===== src/sv/tgarle_pkg.sv =====
// ============================================================================
// tgarle_pkg: shared types and constants of the TGA run-length decoder
// Field widths, register indexes, header byte masks and the structs that
// pass between the sequencer and the span step unit.
// ============================================================================
package tgarle_pkg;

    // Field widths
    localparam int unsigned BYTE_W    = 8;
    localparam int unsigned DIM_W     = 16;
    localparam int unsigned PIX_W     = 32;
    localparam int unsigned CNT_W     = 8;
    localparam int unsigned CFG_IDX_W = 2;

    // Configuration register indexes
    localparam logic [CFG_IDX_W-1:0] REG_RLE_MODE     = 2'd0;
    localparam logic [CFG_IDX_W-1:0] REG_ALPHA_IN     = 2'd1;
    localparam logic [CFG_IDX_W-1:0] REG_IMAGE_WIDTH  = 2'd2;
    localparam logic [CFG_IDX_W-1:0] REG_IMAGE_HEIGHT = 2'd3;

    // Register reset values and limits
    localparam logic [DIM_W-1:0] RST_WIDTH  = 16'd256;
    localparam logic [DIM_W-1:0] RST_HEIGHT = 16'd256;
    localparam logic [DIM_W-1:0] MIN_WIDTH  = 16'd4;

    // Packet header byte fields and the fixed alpha of 24-bit pixels
    localparam logic [BYTE_W-1:0] HDR_PACKED = 8'h80;
    localparam logic [BYTE_W-1:0] HDR_LEN    = 8'h7f;
    localparam logic [BYTE_W-1:0] FULL_ALPHA = 8'hff;

    // Operands of one span step
    typedef struct packed {
        logic [CNT_W-1:0] remain;
        logic [DIM_W-1:0] column_left;
        logic [PIX_W-1:0] pixels_left;
        logic [DIM_W-1:0] eff_width;
    } t_step_in;

    // Results of one span step
    typedef struct packed {
        logic [CNT_W-1:0] take;
        logic [DIM_W-1:0] column;
        logic [CNT_W-1:0] remain;
        logic [DIM_W-1:0] column_left;
        logic             row_end;
        logic [PIX_W-1:0] pixels_left;
        logic             last;
        logic             done;
    } t_step_out;

endpackage


===== src/sv/tgarle_if.sv =====
// ============================================================================
// tgarle_if: handshake channels of the TGA run-length decoder
// Byte input, span output and configuration write channels, each with valid,
// ready and its payload.
// ============================================================================

// Encoded byte channel
interface tgarle_in_if;
    logic                           valid;
    logic                           ready;
    logic [tgarle_pkg::BYTE_W-1:0]  data_byte;

    modport source (output valid, output data_byte, input ready);
    modport sink   (input valid, input data_byte, output ready);
endinterface

// Pixel span channel
interface tgarle_out_if;
    logic                           valid;
    logic                           ready;
    logic [tgarle_pkg::BYTE_W-1:0]  blue;
    logic [tgarle_pkg::BYTE_W-1:0]  green;
    logic [tgarle_pkg::BYTE_W-1:0]  red;
    logic [tgarle_pkg::BYTE_W-1:0]  alpha;
    logic [tgarle_pkg::DIM_W-1:0]   column;
    logic [tgarle_pkg::DIM_W-1:0]   row;
    logic [tgarle_pkg::CNT_W-1:0]   span_count;
    logic                           last_of_item;
    logic                           image_done;

    modport source (output valid, output blue, output green, output red, output alpha,
                    output column, output row, output span_count,
                    output last_of_item, output image_done, input ready);
    modport sink   (input valid, input blue, input green, input red, input alpha,
                    input column, input row, input span_count,
                    input last_of_item, input image_done, output ready);
endinterface

// Configuration write channel
interface tgarle_cfg_if;
    logic                             valid;
    logic                             ready;
    logic [tgarle_pkg::CFG_IDX_W-1:0] reg_index;
    logic [tgarle_pkg::DIM_W-1:0]     wr_data;

    modport source (output valid, output reg_index, output wr_data, input ready);
    modport sink   (input valid, input reg_index, input wr_data, output ready);
endinterface


===== src/sv/tgarle_span_step.sv =====
// ============================================================================
// tgarle_span_step: one step of the span splitter
// Takes as many pixels as fit in the current row, works out the span's first
// column and the counts that remain for the next step.
// ============================================================================
module tgarle_span_step (
    input  tgarle_pkg::t_step_in  i_step,
    output tgarle_pkg::t_step_out o_step
);

    logic [tgarle_pkg::CNT_W-1:0] take;
    logic [tgarle_pkg::DIM_W-1:0] col_after;
    logic [tgarle_pkg::PIX_W-1:0] pix_after;
    logic [tgarle_pkg::CNT_W-1:0] rem_after;

    // The span is limited by what is left of the row; a row of fewer
    // pixels than the run always fits in the count field.
    always_comb begin
        if (i_step.column_left < {8'd0, i_step.remain}) begin
            take = i_step.column_left[tgarle_pkg::CNT_W-1:0];
        end else begin
            take = i_step.remain;
        end
        col_after = i_step.column_left - {8'd0, take};
        pix_after = i_step.pixels_left - {24'd0, take};
        rem_after = i_step.remain - take;
    end

    // Wrap to the next row down when this one is full
    always_comb begin
        o_step.take        = take;
        o_step.column      = i_step.eff_width - i_step.column_left;
        o_step.remain      = rem_after;
        o_step.row_end     = (col_after == '0);
        o_step.column_left = (col_after == '0) ? i_step.eff_width : col_after;
        o_step.pixels_left = pix_after;
        o_step.done        = (pix_after == '0);
        o_step.last        = (rem_after == '0) || (pix_after == '0);
    end

endmodule


===== src/sv/tga_truecolor_rle_decoder.sv =====
// ============================================================================
// tga_truecolor_rle_decoder: truecolor TGA pixel stream decoder
// Assembles pixels from the byte stream, expands run-length packets and
// splits the runs into pixel spans that never cross a row end.
// ============================================================================
// A byte that gives no span (header, blue, green, red of a 32-bit pixel) is
// taken without a stall. A byte that completes a pixel is taken and then
// holds the input off until its spans are out, since a single span step
// unit splits the run at row ends one span a cycle when the output is not
// stalled: one span for a lone pixel, one per row that a packed run touches.
// Back-pressure on the span output lengthens the emission by the stall cycles.
// A configuration write restarts the image; the counters reload in the
// restart state, in which no byte is taken. Rows are filled from image_height-1
// down to 0; bytes arriving after the last pixel of the image are dropped.
module tga_truecolor_rle_decoder (
    input  logic                i_clk,
    input  logic                i_rst_n,
    tgarle_in_if.sink           i_in,
    tgarle_out_if.source        o_out,
    tgarle_cfg_if.sink          i_cfg
);

    // Sequencer states
    localparam logic [1:0] S_RESTART = 2'd0;
    localparam logic [1:0] S_IDLE    = 2'd1;
    localparam logic [1:0] S_EMIT    = 2'd2;

    // Pixel byte phases
    localparam logic [1:0] PH_BLUE  = 2'd0;
    localparam logic [1:0] PH_GREEN = 2'd1;
    localparam logic [1:0] PH_RED   = 2'd2;
    localparam logic [1:0] PH_ALPHA = 2'd3;

    logic [1:0]                     r_state;
    logic [1:0]                     n_state;

    // Configuration registers
    logic                           r_rle_mode;
    logic                           r_alpha_in;
    logic [tgarle_pkg::DIM_W-1:0]   r_width;
    logic [tgarle_pkg::DIM_W-1:0]   r_height;

    // Decoder state
    logic [1:0]                     r_phase;
    logic [tgarle_pkg::CNT_W-1:0]   r_packet_left;
    logic                           r_packed;
    logic [23:0]                    r_color;
    logic [tgarle_pkg::BYTE_W-1:0]  r_alpha;
    logic [tgarle_pkg::CNT_W-1:0]   r_remain;
    logic [tgarle_pkg::DIM_W-1:0]   r_eff_w;
    logic [tgarle_pkg::DIM_W-1:0]   r_column_left;
    logic [tgarle_pkg::DIM_W-1:0]   r_row;
    logic [tgarle_pkg::PIX_W-1:0]   r_pixels_left;
    logic                           r_done;

    // Output register
    logic                           r_ovalid;
    logic [tgarle_pkg::BYTE_W-1:0]  r_o_blue;
    logic [tgarle_pkg::BYTE_W-1:0]  r_o_green;
    logic [tgarle_pkg::BYTE_W-1:0]  r_o_red;
    logic [tgarle_pkg::BYTE_W-1:0]  r_o_alpha;
    logic [tgarle_pkg::DIM_W-1:0]   r_o_column;
    logic [tgarle_pkg::DIM_W-1:0]   r_o_row;
    logic [tgarle_pkg::CNT_W-1:0]   r_o_count;
    logic                           r_o_last;
    logic                           r_o_done;

    logic [tgarle_pkg::DIM_W-1:0]   eff_w;
    logic [tgarle_pkg::DIM_W-1:0]   eff_h;
    logic [tgarle_pkg::PIX_W-1:0]   total_pixels;
    logic                           in_fire;
    logic                           cfg_fire;
    logic                           byte_live;
    logic                           is_header;
    logic                           pix_done;
    logic                           out_load;
    logic [tgarle_pkg::CNT_W-1:0]   hdr_len;
    logic [tgarle_pkg::CNT_W-1:0]   hdr_len_clamped;
    logic [tgarle_pkg::BYTE_W-1:0]  b;
    tgarle_pkg::t_step_in           step_in;
    tgarle_pkg::t_step_out          step_out;

    // Handshakes
    assign i_in.ready  = (r_state == S_IDLE);
    assign i_cfg.ready = 1'b1;
    assign in_fire     = i_in.valid && i_in.ready;
    assign cfg_fire    = i_cfg.valid && i_cfg.ready;
    assign out_load    = (r_state == S_EMIT) && (!r_ovalid || o_out.ready);

    // Effective image size and pixel total from the size registers
    assign eff_w        = (r_width < tgarle_pkg::MIN_WIDTH) ? tgarle_pkg::MIN_WIDTH : r_width;
    assign eff_h        = (r_height == '0) ? 16'd1 : r_height;
    assign total_pixels = {16'd0, eff_w} * {16'd0, eff_h};

    // Byte classification
    assign b         = i_in.data_byte;
    assign byte_live = in_fire && !r_done;
    assign is_header = r_rle_mode && (r_packet_left == '0);
    assign pix_done  = byte_live && !is_header
                     && ((r_phase == PH_ALPHA) || ((r_phase == PH_RED) && !r_alpha_in));

    // Packet length, clamped to the pixels still missing
    assign hdr_len = (b & tgarle_pkg::HDR_LEN) + 8'd1;
    always_comb begin
        if (r_pixels_left < {24'd0, hdr_len}) begin
            hdr_len_clamped = r_pixels_left[tgarle_pkg::CNT_W-1:0];
        end else begin
            hdr_len_clamped = hdr_len;
        end
    end

    // Shared span step unit
    assign step_in.remain      = r_remain;
    assign step_in.column_left = r_column_left;
    assign step_in.pixels_left = r_pixels_left;
    assign step_in.eff_width   = r_eff_w;

    tgarle_span_step u_step (
        .i_step (step_in),
        .o_step (step_out)
    );

    // Sequencer
    always_comb begin
        n_state = r_state;
        if (cfg_fire) begin
            n_state = S_RESTART;
        end else begin
            unique case (r_state)
                S_RESTART: n_state = S_IDLE;
                S_IDLE:    if (pix_done) n_state = S_EMIT;
                S_EMIT:    if (out_load && step_out.last) n_state = S_IDLE;
                default:   n_state = S_RESTART;
            endcase
        end
    end

    always_ff @(posedge i_clk) begin
        if (!i_rst_n) begin
            r_state <= S_RESTART;
        end else begin
            r_state <= n_state;
        end
    end

    // Configuration registers
    always_ff @(posedge i_clk) begin
        if (!i_rst_n) begin
            r_rle_mode <= 1'b1;
            r_alpha_in <= 1'b1;
            r_width    <= tgarle_pkg::RST_WIDTH;
            r_height   <= tgarle_pkg::RST_HEIGHT;
        end else if (cfg_fire) begin
            unique case (i_cfg.reg_index)
                tgarle_pkg::REG_RLE_MODE:     r_rle_mode <= i_cfg.wr_data[0];
                tgarle_pkg::REG_ALPHA_IN:     r_alpha_in <= i_cfg.wr_data[0];
                tgarle_pkg::REG_IMAGE_WIDTH:  r_width    <= i_cfg.wr_data;
                tgarle_pkg::REG_IMAGE_HEIGHT: r_height   <= i_cfg.wr_data;
                default:                      r_rle_mode <= r_rle_mode;
            endcase
        end
    end

    // Packet and pixel assembly, image counters
    always_ff @(posedge i_clk) begin
        if (!i_rst_n) begin
            r_phase       <= PH_BLUE;
            r_packet_left <= '0;
            r_packed      <= 1'b0;
            r_done        <= 1'b0;
        end else if (r_state == S_RESTART) begin
            r_phase       <= PH_BLUE;
            r_packet_left <= '0;
            r_packed      <= 1'b0;
            r_done        <= 1'b0;
            r_color       <= '0;
            r_eff_w       <= eff_w;
            r_column_left <= eff_w;
            r_row         <= eff_h - 16'd1;
            r_pixels_left <= total_pixels;
        end else if (byte_live && is_header) begin
            r_packet_left <= hdr_len_clamped;
            r_packed      <= ((b & tgarle_pkg::HDR_PACKED) != '0);
            r_phase       <= PH_BLUE;
        end else if (byte_live) begin
            unique case (r_phase)
                PH_BLUE: begin
                    r_color[7:0] <= b;
                    r_phase      <= PH_GREEN;
                end
                PH_GREEN: begin
                    r_color[15:8] <= b;
                    r_phase       <= PH_RED;
                end
                PH_RED: begin
                    r_color[23:16] <= b;
                    r_phase        <= r_alpha_in ? PH_ALPHA : PH_BLUE;
                    r_alpha        <= tgarle_pkg::FULL_ALPHA;
                end
                PH_ALPHA: begin
                    r_phase <= PH_BLUE;
                    r_alpha <= b;
                end
                default: r_phase <= PH_BLUE;
            endcase
            // A finished pixel starts a run: the whole packet when packed
            if (pix_done) begin
                if (r_rle_mode && r_packed) begin
                    r_remain      <= r_packet_left;
                    r_packet_left <= '0;
                end else begin
                    r_remain <= 8'd1;
                    if (r_rle_mode) begin
                        r_packet_left <= r_packet_left - 8'd1;
                    end
                end
            end
        end else if (out_load) begin
            r_remain      <= step_out.remain;
            r_column_left <= step_out.column_left;
            r_pixels_left <= step_out.pixels_left;
            if (step_out.row_end) begin
                r_row <= r_row - 16'd1;
            end
            if (step_out.last) begin
                r_done <= step_out.done;
            end
        end
    end

    // Output register: holds a span until the sink takes it
    always_ff @(posedge i_clk) begin
        if (!i_rst_n) begin
            r_ovalid <= 1'b0;
        end else if (out_load) begin
            r_ovalid <= 1'b1;
        end else if (o_out.ready) begin
            r_ovalid <= 1'b0;
        end
    end

    always_ff @(posedge i_clk) begin
        if (out_load) begin
            r_o_blue   <= r_color[7:0];
            r_o_green  <= r_color[15:8];
            r_o_red    <= r_color[23:16];
            r_o_alpha  <= r_alpha;
            r_o_column <= step_out.column;
            r_o_row    <= r_row;
            r_o_count  <= step_out.take;
            r_o_last   <= step_out.last;
            r_o_done   <= step_out.done;
        end
    end

    assign o_out.valid        = r_ovalid;
    assign o_out.blue         = r_o_blue;
    assign o_out.green        = r_o_green;
    assign o_out.red          = r_o_red;
    assign o_out.alpha        = r_o_alpha;
    assign o_out.column       = r_o_column;
    assign o_out.row          = r_o_row;
    assign o_out.span_count   = r_o_count;
    assign o_out.last_of_item = r_o_last;
    assign o_out.image_done   = r_o_done;

endmodule


===== src/flat_wrapper.sv =====
// flat-port wrapper written by rule: the top's interface ports become plain ports
module tga_truecolor_rle_decoder_flat 
  (i_clk, i_rst_n, i_in_valid, i_in_data_byte, i_in_ready, o_out_valid, o_out_blue, o_out_green, o_out_red, o_out_alpha, o_out_column, o_out_row, o_out_span_count, o_out_last_of_item, o_out_image_done, o_out_ready, i_cfg_valid, i_cfg_reg_index, i_cfg_wr_data, i_cfg_ready);
  tgarle_in_if i_in_i ();
  tgarle_out_if o_out_i ();
  tgarle_cfg_if i_cfg_i ();
  input  logic i_clk;
  input  logic i_rst_n;
  input wire logic [$bits(i_in_i.valid)-1:0] i_in_valid;
  input wire logic [$bits(i_in_i.data_byte)-1:0] i_in_data_byte;
  output wire logic [$bits(i_in_i.ready)-1:0] i_in_ready;
  output wire logic [$bits(o_out_i.valid)-1:0] o_out_valid;
  output wire logic [$bits(o_out_i.blue)-1:0] o_out_blue;
  output wire logic [$bits(o_out_i.green)-1:0] o_out_green;
  output wire logic [$bits(o_out_i.red)-1:0] o_out_red;
  output wire logic [$bits(o_out_i.alpha)-1:0] o_out_alpha;
  output wire logic [$bits(o_out_i.column)-1:0] o_out_column;
  output wire logic [$bits(o_out_i.row)-1:0] o_out_row;
  output wire logic [$bits(o_out_i.span_count)-1:0] o_out_span_count;
  output wire logic [$bits(o_out_i.last_of_item)-1:0] o_out_last_of_item;
  output wire logic [$bits(o_out_i.image_done)-1:0] o_out_image_done;
  input wire logic [$bits(o_out_i.ready)-1:0] o_out_ready;
  input wire logic [$bits(i_cfg_i.valid)-1:0] i_cfg_valid;
  input wire logic [$bits(i_cfg_i.reg_index)-1:0] i_cfg_reg_index;
  input wire logic [$bits(i_cfg_i.wr_data)-1:0] i_cfg_wr_data;
  output wire logic [$bits(i_cfg_i.ready)-1:0] i_cfg_ready;
  assign i_in_i.valid = i_in_valid;
  assign i_in_i.data_byte = i_in_data_byte;
  assign i_in_ready = i_in_i.ready;
  assign o_out_valid = o_out_i.valid;
  assign o_out_blue = o_out_i.blue;
  assign o_out_green = o_out_i.green;
  assign o_out_red = o_out_i.red;
  assign o_out_alpha = o_out_i.alpha;
  assign o_out_column = o_out_i.column;
  assign o_out_row = o_out_i.row;
  assign o_out_span_count = o_out_i.span_count;
  assign o_out_last_of_item = o_out_i.last_of_item;
  assign o_out_image_done = o_out_i.image_done;
  assign o_out_i.ready = o_out_ready;
  assign i_cfg_i.valid = i_cfg_valid;
  assign i_cfg_i.reg_index = i_cfg_reg_index;
  assign i_cfg_i.wr_data = i_cfg_wr_data;
  assign i_cfg_ready = i_cfg_i.ready;
  tga_truecolor_rle_decoder u_core (.i_clk(i_clk), .i_rst_n(i_rst_n), .i_in(i_in_i), .o_out(o_out_i), .i_cfg(i_cfg_i));
endmodule

===== config.mk =====
export PLATFORM = sky130hd
export DESIGN_NAME = tga_truecolor_rle_decoder_flat
export DESIGN_NICKNAME = d
export VERILOG_FILES = /design/src/sv/tgarle_pkg.sv /design/src/sv/tgarle_if.sv /design/src/sv/tgarle_span_step.sv /design/src/sv/tga_truecolor_rle_decoder.sv /design/src/flat_wrapper.sv
export SDC_FILE = /design/constraint.sdc
export NUM_CORES = 1
export LEC_CHECK = 0
export ABC_AREA = 0
export BUFFER_PORTS_ARGS = -buffer_cell sky130_fd_sc_hd__buf_4
export CAP_MARGIN = 30
export CORE_MARGIN = 10
export CORE_UTILIZATION = 40
export CTS_BUF_LIST = sky130_fd_sc_hd__clkbuf_16
export DETAILED_ROUTE_END_ITERATION = 8
export PLACE_DENSITY = 0.68
export SYNTH_ARGS = -nofsm -noshare
export SYNTH_HDL_FRONTEND = slang
export SYNTH_SLANG_ARGS = --single-unit

===== constraint.sdc =====
create_clock -name i_clk -period 6.9 [get_ports i_clk]
set_clock_uncertainty 0.05 [all_clocks]
set_input_delay 0 -clock i_clk [delete_from_list [all_inputs] [get_ports i_clk]]
set_output_delay 0 -clock i_clk [all_outputs]
set_load 0.02 [all_outputs]

# After elaboration in Yosys (flattened, before gate mapping)
# Index checks and enable logic that the tools add are counted.
# word_totals
register_bits	243
inputBits	31
output_inout_bits	77
word_cells	152
# op_classes
add_sub_neg	8
mul	1
order_cmp	3
eq_ne	13
muxes	40
bitwise	4
reduce_logical	55
# op_table
operator	count
$mux W16	12
$mux W32	4
$mux W8	14
$mux W24	2
$logic_not A16 Y1	2
$logic_not A32 Y1	1
$lt A32 B8 Y1	1
$mul A16 B16 Y32	1
$sub A16 B1 Y16 const B	2
$sub A32 B8 Y32	1
$reduce_bool A2 Y1	11
$reduce_and A4 Y1	5
$logic_not A8 Y1	2
$lt A16 B3 Y1 const B	1
$lt A16 B8 Y1	1
$pmux W8 S2	1
$sub A16 B16 Y16	1
$sub A16 B8 Y16	1
$reduce_and A5 Y1	3
$reduce_and A2 Y1	6
$eq A2 B2 Y1 const B	5
$logic_and A1 B1 Y1	10
$add A7 B1 Y8 const B	1
$ne A2 B2 Y1 const B	4
16 further kinds	32

# Logic depth before layout (Yosys ltp)
# Gate-level depths: netlist of the first run.
# depth
word_depth	9
mapped_depth	26
mapped_depth_nobuf	24

# Modules after synthesis
# Synthesis of the first run repeated with hierarchy kept, for this count alone.
# hier_totals
cells_unflattened	2414
hier_area_um2	22217.6
# by_module_without_submodules
module	n_inst	cells_per_inst	area_each_um2	seq_area_each_um2
tga_truecolor_rle_decoder	1	1841	18500.2	6806.5
tgarle_span_step	1	573	3717.3	0.0

# Worst setup path before layout of the first run
# No wires, ideal clock.
# synth_timing
kind	register -> register
startpoint	register u_core.r_width[8] (netlist bit)
endpoint	register u_core.r_pixels_left[31] (netlist bit) (data pin)
setup_ns	0.273
arrival_ns	6.514
required_time_ns	6.577
slack_ns	0.063
stages_incl_launch_ff	24
n_path_buf	2
period_less_slack_ns	6.837
cell_sequence	dfxtp_1 > nor4_1 > nand4_1 > nand2b_1 > clkbuf_1 > nand2_1 > fa_1 > fa_1 > inv_1 > fa_1 > fa_1 > fa_1 > inv_1 > fa_1 > inv_1 > ha_1 > clkbuf_1 > a21o_1 > a21o_1 > a41oi_1 > o31a_1 > o221ai_1 > a2111oi_0 > o32ai_1
# synth_between
elab_chain_len	4
# synth_rtl
item	line_no	rtl
start, declared	tga_truecolor_rle_decoder.sv:40	logic [tgarle_pkg::DIM_W-1:0] r_width;
start signal, assigned	tga_truecolor_rle_decoder.sv:151	r_width <= tgarle_pkg::RST_WIDTH;
start signal, assigned	tga_truecolor_rle_decoder.sv:157	tgarle_pkg::REG_IMAGE_WIDTH: r_width <= i_cfg.wr_data;
$lt A16 B3 Y1	tga_truecolor_rle_decoder.sv:91	assign eff_w = (r_width < tgarle_pkg::MIN_WIDTH) ? tgarle_pkg::MIN_WIDTH : r_width;
$mux W16	tga_truecolor_rle_decoder.sv:91	
named net u_core.eff_w, one bit	tga_truecolor_rle_decoder.sv:68	logic [tgarle_pkg::DIM_W-1:0] eff_w;
$mul A16 B16 Y32	tga_truecolor_rle_decoder.sv:93	assign total_pixels = {16'd0, eff_w} * {16'd0, eff_h};
$mux W32	tga_truecolor_rle_decoder.sv:171	end else if (r_state == S_RESTART) begin
end signal, assigned	tga_truecolor_rle_decoder.sv:180	r_pixels_left <= total_pixels;
end signal, assigned	tga_truecolor_rle_decoder.sv:221	r_pixels_left <= step_out.pixels_left;
end, declared	tga_truecolor_rle_decoder.sv:53	logic [tgarle_pkg::PIX_W-1:0] r_pixels_left;
# The timed path passes the listed nets, and every way through them passes these cells.
# A chain may end at the register's enable or synchronous reset.

# Worst setup path in the final report of the first run
# layout_timing
startpoint	register u_core.r_width[6] (netlist bit)
endpoint	register u_core.r_pixels_left[31] (netlist bit) (data pin)
# layout_between
elab_chain_len	4
# layout_rtl
item	line_no
$lt A16 B3 Y1	tga_truecolor_rle_decoder.sv:91
$mux W16 (*)	tga_truecolor_rle_decoder.sv:91
$mul A16 B16 Y32 (*)	tga_truecolor_rle_decoder.sv:93
$mux W32 (*)	tga_truecolor_rle_decoder.sv:171
# Mark *: on every way between the ends. The rest lies on a longest branch, timed or not.

==> results of run 1 <==
## cells by family after synthesis
group / count (synthesis)
buffers and inverters: 431
other: 1
AO/OA/AOI/OAI: 343
AND/OR/NAND/NOR: 748
XOR/XNOR: 101
adder cells (fa/ha/maj): 357
flip-flops: 243
multiplexers: 25
## cells in the final DEF, fill, tap and decap left out, types with 7 or more instances in the layout
cell,instances
inv_1,316
nand2_1,298
fa_1,198
edfxtp_1,194
buf_4,172
ha_1,159
and2_1,106
a21oi_1,102
nor2_1,82
o21ai_0,73
xnor2_1,63
nor3_1,57
dfxtp_1,49
xor2_1,38
nand3_1,32
dlygate4sd3_1,32
and3_1,31
o21a_1,28
clkbuf_16,27
mux2i_1,25
a21o_1,19
or3_1,18
nor4_1,18
or2_2,16
nand4_1,14
a211oi_1,13
o31ai_1,13
a31oi_1,12
nor2b_1,10
nand2b_1,10
nor4b_1,8
nand3b_1,8
or4_1,7
o21bai_1,7
o21ai_1,7
## final timing paths
check             depth (start not counted)                            start                                 end  slack (ns)
setup / recovery                         23   u_core.r_width[6]$_SDFFE_PN0P_  u_core.r_pixels_left[31]$_DFFE_PP_        0.23
hold / removal                            4                       i_in_valid      u_core.r_phase[0]$_SDFFE_PP0P_        0.05
setup reg to reg                         23   u_core.r_width[6]$_SDFFE_PN0P_  u_core.r_pixels_left[31]$_DFFE_PP_        0.23
hold reg to reg                           0  u_core.r_color[3]$_SDFFCE_PP0P_      u_core.o_out.blue[3]$_DFFE_PP_        0.36
## per-stage QoR
step	utilization	instances	setup TNS, ns	instance area [um^2]	hold WS, ns
after detailed placement	0.4383	2990	-0.01955	23170	0.1992
after floorplan	-	2249	0	21470	0.07397
after CTS	0.4607	3068	0	24360	0.01118
after global routing	0.4640	3073	-0.08098	24530	0.07220
after global placement	0.4380	2987	0	23160	0.1944
final	0.4640	3073	0	24530	0.04918
## cell type report
class,count,area [um^2],area share
clock inverter,21,200.2,0.008162
clock buffer,27,675.6,0.02755
sequential,243,6807,0.2775
inverter,312,1172,0.04780
tap,688,860.8,0.03510
multi-input combinational,1575,13180,0.5373
timing repair buffer,207,1633,0.06657
## state kept, by name, indices dropped and copies added, names as in the netlist, 16 cells and up
name and flops:
u_core.r_row 16, u_core.r_pixels_left 32, u_core.r_width 16, u_core.o_out.column 16
u_core.o_out.row 16, u_core.r_color 24, u_core.r_eff_w 16, u_core.r_column_left 16
u_core.r_height 16
## worst max-delay path, stage by stage (launching register included)
cell,delay (ns)
dfxtp_1,0.32
nor4_1,0.34
nand4_1,0.26
buf_6,0.20
buf_4,0.12
and3_1,0.21
fa_1,0.50
fa_1,0.44
fa_1,0.46
fa_1,0.50
fa_1,0.55
inv_1,0.06
fa_1,0.55
inv_1,0.05
ha_1,0.24
a211o_1,0.31
o211ai_1,0.11
nor2b_2,0.22
o21a_1,0.14
o31a_1,0.20
o221ai_2,0.13
buf_4,0.16
and4_1,0.18
o32ai_1,0.21
## power by group through the flow
| stage | combinational, mW | clock, mW | sequential [mW] |
|---|---|---|---|
| floorplan | 0.418 | 0 | 1.71 |
| global placement | 0.558 | 0 | 1.74 |
| detailed placement | 0.573 | 0 | 1.74 |
| CTS | 0.591 | 1.46 | 1.71 |
| global route | 0.667 | 1.52 | 1.72 |
| finish | 0.597 | 1.44 | 1.71 |
## routing by layer
layer	global-route usage	wire length [um]
met1	0.2250	23270
met2	0.3084	28350
met3	0.02344	3559
met4	0.05003	1337
met5	0	0
## timing repair
action | CTS | global route
endpoints found under the hold margin | 78 | 2
resized for setup | 1 | 25
hold buffers | 30 | 2
setup endpoints to repair | 1 | 12
pin swaps | 1 | 18
setup buffers | 0 | 2
==> impl_metrics.toml, run 1 <==
[setup_path]
critical_path_class = "flop to flop"
end_kind = "flop"
cp.required_ns = 7.20
path_max_fanout = 6
critPathLaunchType = "flop"
arrival_ns = 6.98

[floorplan]
die-area_um2 = 63330
coreArea_um2 = 52870
start_util = 0.4060
io_pins = 108
rows = 84
fp.dieW_um = 251.7
fp.dieH_um = 251.7

[synth]
synth_top_cells_by_area = "edfxtp_1, fa_1, ha_1, inv_1, nand2_1"
netlist_area_um2 = 21470
synthAdderAreaFrac = 0.2773
synthCells = 2249
yosysMostFrequentCell = "inv_1"
synth_nets = 2637
synth_commonest_cells = "inv_1, nand2_1, fa_1"
async_flop_share = 0
synth_mux_area_frac = 0.01166
synth_cell_type_count = 79
syn_area_per_cell_um2 = 9.545
synth_area_leader_cell = "edfxtp_1"
synth_top_family_by_area = "adder cells"
ys_seq_area_frac = 0.3171
synth_top_area_frac = 0.2714
synth_edf_count = 194
synth_xor_area_frac = 0.04121
synth_seq_cells = 243
synth_simple_gate_area_frac = 0.1735
ys_warn_count = 0
synth-main-ff-cell = "edfxtp_1"
synth_compound_area_frac = 0.1026

[drt]
drc = 0
avgRoutedWirePerCell_um = 18.39
drtIter0Drc = 1348
firstDrtPassIters = 5
routed_wl_mm = 56.52
drtAntennaViolNets = 0
vias = 16793
viasPerCell = 5.465

[clock_network]
clkLatencyLatePin_ns = 0.54
numCtsBuffers = 26
htree_levels = 1
cts_tree = "yes"
clkTransAtPathRegs_ns = 0.06
clock-sinks = 243
clock_path_buffers = 3
cts_root_buf = "clkbuf_16"

[min_path]
hold_class = "input port to flop"

[job]
maxCapViolCount = 0

[power_and_ir_drop]
leakage_nw = 10.74
pwr-share-seq = 0.457
combPwrFrac = 0.160
power_density_nw_per_um2 = 152.6
p_int_mw = 2.743
clkPwrFrac = 0.384
vdd_drop_max_uv = 216.5
p_total_mw = 3.743
power_switching_mw = 1.000
swShare = 0.2673

[final_layout]
area_growth_pct = 14.26
fillers = 4918
fin_nets = 2753
drive_above_1_share = 0.1145
diodes = 0

[timing]
slew_headroom = 0.3614
finalHoldViolCount = 0
fmax_ghz = 0.1499
setup_ws_ns = 0.2283
finalCriticalPeriod_ns = 6.672
rsz0062_at_grt = "true"
period_share = 0.9669
tightestPinTransition_ns = 0.9579
slew_violations = 0
finalSetupViolCount = 0

[status]
status = "finished, final reports clean"

[place]
dp_slack_ns = -0.01955
dp_hpwl_mm = 43.41
place.port_buffers = 106
gp_congestion = 0.8967

[global_routing]
grt_pass1_wl_mm = 91.22
grt-ovfl-total = 0
grt_usage = 0.1765
grt_pass1_vias = 17121
grt_max_degree = 75
grt_antenna_before_repair = 0
Power figures use the tool's default switching activity.
==> run 2, diff against run 1 <==
==> constraint.sdc (replaced) <==
create_clock -name i_clk -period 6.9 [get_ports i_clk]
set_clock_uncertainty 0.05 [all_clocks]
set_input_delay 1.38 -clock i_clk [delete_from_list [all_inputs] [get_ports i_clk]]
set_output_delay 1.38 -clock i_clk [all_outputs]
set_load 0.02 [all_outputs]
==> run 2 against run 1 <==
  * Global-route usage decreased by 0.58 points
  * Power fell by 2.3%
  * Clock power shrank 6%
  * Sequential share of layout area grew 0.38 points
  * Non-clock buffer count is 30 lower
  * Flip-flop and latch count is the same
  * Wire length fell by 2.4%
  * Critical path depth up 1
  * Worst hold slack better by 0.32 ns
  * Critical endpoint is now u_core.r_pixels_left[28]$_DFFE_PP_
  * Highest routed layer unchanged
==> impl_metrics.toml, run 2 (synthesis gave the netlist of run 1 again) <==
[global_routing]
grt_pass1_vias = 16760
grt_usage = 0.1707
grt_antenna_before_repair = 1
grt_max_degree = 75
grt-ovfl-total = 0
grt_pass1_wl_mm = 88.91

[final_layout]
drive_above_1_share = 0.1155
final_cell_mix = "inv_1, nand2_1, fa_1, edfxtp_1, buf_4"
fin_nets = 2723
post-route-util = 0.4577
fin_cells = 3043
final_common_cell = "inv_1"
largest_register_ffs = 32
diodes = 0
top_regs = "u_core.r_pixels_left (32), u_core.r_color (24)"
area_growth_pct = 12.73
fin_area_um2 = 24200
top_register = "u_core.r_pixels_left"
fillers = 4959

[drt]
drc = 0
drtAntennaViolNets = 0
avgRoutedWirePerCell_um = 18.13
viasPerCell = 5.485
vias = 16690
firstDrtPassIters = 5
routed_wl_mm = 55.17
drtIter0Drc = 1139

[clock_network]
clock_path_buffers = 3
clkLatencyLatePin_ns = 0.54
clock-sinks = 243
cts_root_buf = "clkbuf_16"
cts_tree = "yes"
htree_levels = 1
hold_buffers = 0
clkTransAtPathRegs_ns = 0.06
numCtsBuffers = 26

[floorplan]
io_pins = 108
die-area_um2 = 63330
coreArea_um2 = 52870
start_util = 0.4060
fp.dieH_um = 251.7
fp.dieW_um = 251.7
rows = 84

[place]
dpl.cell_count = 2990
place.port_buffers = 106
dp_slack_ns = -0.02928
dp_hpwl_mm = 42.98
gp_congestion = 0.9159
place_area_um2 = 23170

[timing]
finalHoldViolCount = 0
tightestPinTransition_ns = 1.057
period_share = 0.9686
slew_headroom = 0.2925
setup_ws_ns = 0.2166
rsz0062_at_grt = "true"
finalSetupViolCount = 0
fmax_ghz = 0.1496
slew_violations = 0
finalCriticalPeriod_ns = 6.683

[min_path]
hold_class = "flop to flop"

[job]
maxCapViolCount = 0

[status]
status = "finished, final reports clean"

[setup_path]
arrival_ns = 6.89
cp.required_ns = 7.11
end_kind = "flop"
path_max_fanout = 6
critical_path_class = "flop to flop"
critPathLaunchType = "flop"

[power_and_ir_drop]
p_total_mw = 3.656
power_density_nw_per_um2 = 151.1
leakage_nw = 10.59
vdd_drop_max_uv = 151.4
[run 2: cell count changes in the layout (fill, tap and decap cells not counted), moves of 2 or more]
cell / delta
inv_1: +3
clkinvlp_4: +2
dlygate4sd3_1: -32
bufinv_16: -2
clkinv_2: -4
[run 2: per-layer routing]
metal	up-vias	GRT usage	wire [um]
met5	-	0	0
met4	0	0.04501	1205
met3	90	0.02128	3503
met2	589	0.3057	28080
met1	8297	0.2136	22390
li1	7714	-	-
[run 2: cell type report]
class	instances	area [um^2]	area share
inverters	312	1172	0.04845
repair buffers	177	1348	0.05569
well taps	688	860.8	0.03557
multi-input cells	1575	13180	0.5447
flip-flops and latches	243	6807	0.2813
clock inverters	21	155.1	0.006412
clock buffers	27	675.6	0.02792
[run 2: what timing repair did]
item	4_1_cts	5_1_grt
endpoints found under the setup margin	3	14
setup buffers	0	4
pin swaps	0	13
gates resized for setup	2	22
[run 2: final timing paths]
check                                                      from                                  to  slack [ns]  depth (start not counted)
worst min register to register  u_core.r_color[0]$_SDFFCE_PP0P_      u_core.o_out.blue[0]$_DFFE_PP_        0.37                          0
worst min-delay path            u_core.r_color[0]$_SDFFCE_PP0P_      u_core.o_out.blue[0]$_DFFE_PP_        0.37                          0
worst max-delay path             u_core.r_width[3]$_SDFFE_PN0P_  u_core.r_pixels_left[28]$_DFFE_PP_        0.22                         24
worst max register to register   u_core.r_width[3]$_SDFFE_PN0P_  u_core.r_pixels_left[28]$_DFFE_PP_        0.22                         24
[run 2: report_power, final]
part	internal, mW	leakage [nW]	switching (mW)
logic	0.226	7.92	0.358
clock network	0.783	0.433	0.582
registers	1.65	2.24	0.0587
total	2.66	10.6	0.999
[run 2: stage by stage]
step                setup TNS [ns]  hold WS (ns)
finish                           0        0.3662
global route               -0.2442        0.3711
CTS                              0        0.3687
detailed placement        -0.02928        0.3545
global placement                 0        0.3519
floorplan                        0        0.3503
[run 2: critical path: stages, from the launching register on]
cell       delay (ns)
dfxtp_1          0.32
nor4_2           0.32
nand4_1          0.23
buf_6            0.19
and2_1           0.18
nand2_1          0.10
fa_1             0.47
fa_1             0.54
inv_1            0.05
fa_1             0.46
fa_1             0.50
fa_1             0.55
inv_1            0.06
fa_1             0.52
inv_1            0.04
ha_1             0.29
buf_4            0.14
a211oi_2         0.07
o31ai_1          0.30
o2111ai_1        0.19
nand3_2          0.15
o2111ai_4        0.13
a31oi_2          0.26
mux2i_1          0.23
a311oi_1         0.06
==> run 3, diff against run 2 <==
- CORE_UTILIZATION: 40 -> 50
- PLACE_DENSITY: 0.68 -> 0.8
==> run 3 against run 2 <==
  * First-iteration DRC count grew 26%
  * Register-to-register slack is essentially flat
  * Sequential share of layout area grew 0.31 points
  * Global-route usage grew 4.0 points
  * Worst setup slack gained 0.0013 ns
  * Wire length is essentially flat
  * Critical path depth shrank 2
  * Clock power is essentially flat
  * Fmax is essentially flat
  * Worst hold slack lost 0.00091 ns
  * Combinational power is essentially flat
  * Design area shrank 1.1%
  * Critical endpoint is now u_core.r_pixels_left[31]$_DFFE_PP_
  * Highest routed layer unchanged
==> impl_metrics.toml, run 3 (synthesis gave the netlist of run 1 again) <==
[status]
status = "finished, final reports clean"

[setup_path]
end_kind = "flop"
regToRegStartpoint = "u_core.r_width[6]$_SDFFE_PN0P_"
critical_path_class = "flop to flop"
path_max_fanout = 21
cp-startpoint = "u_core.r_width[6]$_SDFFE_PN0P_"
worstRegToRegCells = 22
r2r_slack_ns = 0.22
arrival_ns = 6.90
critPathLaunchType = "flop"
cp.required_ns = 7.12

[clock_network]
htree_levels = 1
clock-sinks = 243
cts_tree = "yes"
hold_buffers = 0
numCtsBuffers = 27
clkTransAtPathRegs_ns = 0.06
cts_root_buf = "clkbuf_16"
clock_path_buffers = 3
clkLatencyLatePin_ns = 0.55

[global_routing]
use_met1 = 0.2628
grt_util_met3 = 0.03230
grt_max_degree = 75
grt_pass1_wl_mm = 87.69
grt-ovfl-total = 0
met2_usage = 0.3695
grt_antenna_before_repair = 0
grt_usage = 0.2108
gr-max-usage-layer = "met2"
grt_pass1_vias = 16842

[timing]
fmax_ghz = 0.1497
setup_ws_ns = 0.2179
period_share = 0.9684
finalCriticalPeriod_ns = 6.682
rsz0062_at_grt = "true"
slew_violations = 0
finalHoldViolCount = 0
finalSetupViolCount = 0
slew_headroom = 0.3732
fin_tns_setup_ns = 0
tightestPinTransition_ns = 0.9402

[min_path]
hold_class = "flop to flop"
hold_depth = 0
hp-start = "u_core.r_color[14]$_SDFFCE_PP0P_"

[place]
dp_slack_ns = 0.01852
gp_congestion = 0.9426
dp_hpwl_mm = 42.53
place.port_buffers = 106

[floorplan]
fp.dieH_um = 227.2
coreArea_um2 = 42230
die-area_um2 = 51620
rows = 75
fp.dieW_um = 227.2
start_util = 0.5083
io_pins = 108

[final_layout]
largest_register_ffs = 32
regArea_um2 = 6807
fillers = 3560
top_regs = "u_core.r_pixels_left (32), u_core.r_color (24)"
top_register = "u_core.r_pixels_left"
area_growth_pct = 11.51
final_cell_mix = "inv_1, nand2_1, fa_1, edfxtp_1, buf_4"
fin_nets = 2716
multiInputGateArea_um2 = 13180
drive_above_1_share = 0.1154
diodes = 0
final_common_cell = "inv_1"

[drt]
drtIter0Drc = 1439
routed_wl_mm = 55.15
viasPerCell = 5.848
drtAntennaViolNets = 0
vias = 16882
avgRoutedWirePerCell_um = 19.10
firstDrtPassIters = 7
drc = 0

[job]
maxCapViolCount = 0

[power_and_ir_drop]
p_total_mw = 3.666
combPwrFrac = 0.159
power_switching_mw = 1.045
p_int_mw = 2.621
clkPwrFrac = 0.375
vdd_drop_max_uv = 127.7
power_density_nw_per_um2 = 153.2
leakage_nw = 10.53
pwr-share-seq = 0.466
swShare = 0.2851
run 3: path summary, 6_finish.rpt:
| path | to |
|---|---|
| setup / recovery | u_core.r_pixels_left[31]$_DFFE_PP_ |
| hold / removal | u_core.o_out.green[6]$_DFFE_PP_ |
| setup reg to reg | u_core.r_pixels_left[31]$_DFFE_PP_ |
| hold reg to reg | u_core.o_out.green[6]$_DFFE_PP_ |
run 3: worst max-delay path: stages (launching register included):
cell,delay [ns]
dfxtp_1,0.31
nor4_1,0.31
nand4_1,0.17
buf_4,0.17
buf_4,0.19
and3_1,0.22
fa_1,0.50
fa_1,0.45
fa_1,0.45
fa_1,0.49
fa_1,0.55
inv_1,0.06
fa_1,0.53
inv_1,0.04
ha_1,0.25
a211o_1,0.32
o211ai_1,0.13
nor2b_4,0.20
o21a_1,0.13
o31a_1,0.18
o221ai_1,0.16
a2111oi_1,0.39
o32ai_1,0.15
run 3: layout make-up:
cell class / instances / share of cell area
sequential: 243 / 0.2844
clock inverter: 21 / 0.005645
clock buffer: 28 / 0.02927
timing repair buffer: 169 / 0.05306
inverter: 312 / 0.04893
multi-input combinational: 1575 / 0.5506
tap: 539 / 0.02817
run 3: repair_timing:
item | in CTS | in global routing
pin swaps | 1 | 11
buffers inserted | 0 | 1
gates cloned | 0 | 0
resized for setup | 0 | 23
setup endpoints to repair | 1 | 14
run 3: through the flow:
step	utilization	area (um^2)	hold WS, ns	instances
3_5_place_dp	0.5434	22950	0.3545	2836
5_1_grt	0.5668	23940	0.3679	2887
3_3_place_gp	0.5432	22940	0.3503	2834
2_1_floorplan	-	21470	0.3503	2249
6_report	0.5668	23940	0.3653	2887
4_1_cts	0.5632	23780	0.3678	2885
run 3: power by group through the flow:
stage	sequential [mW]	combinational, mW	clock [mW]
5_1_grt	1.71	0.647	1.45
4_1_cts	1.71	0.571	1.39
2_1_floorplan	1.71	0.418	0
6_report	1.71	0.582	1.37
3_5_place_dp	1.74	0.566	0
3_3_place_gp	1.73	0.549	0
run 3: per-layer routing:
layer / vias to the layer above / wire length, um / part of all wire
li1: 7689 / - / -
met1: 8331 / 21070 / 0.38
met2: 729 / 27890 / 0.51
met3: 133 / 4585 / 0.083
met4: 0 / 1597 / 0.029
met5: - / 0 / 0
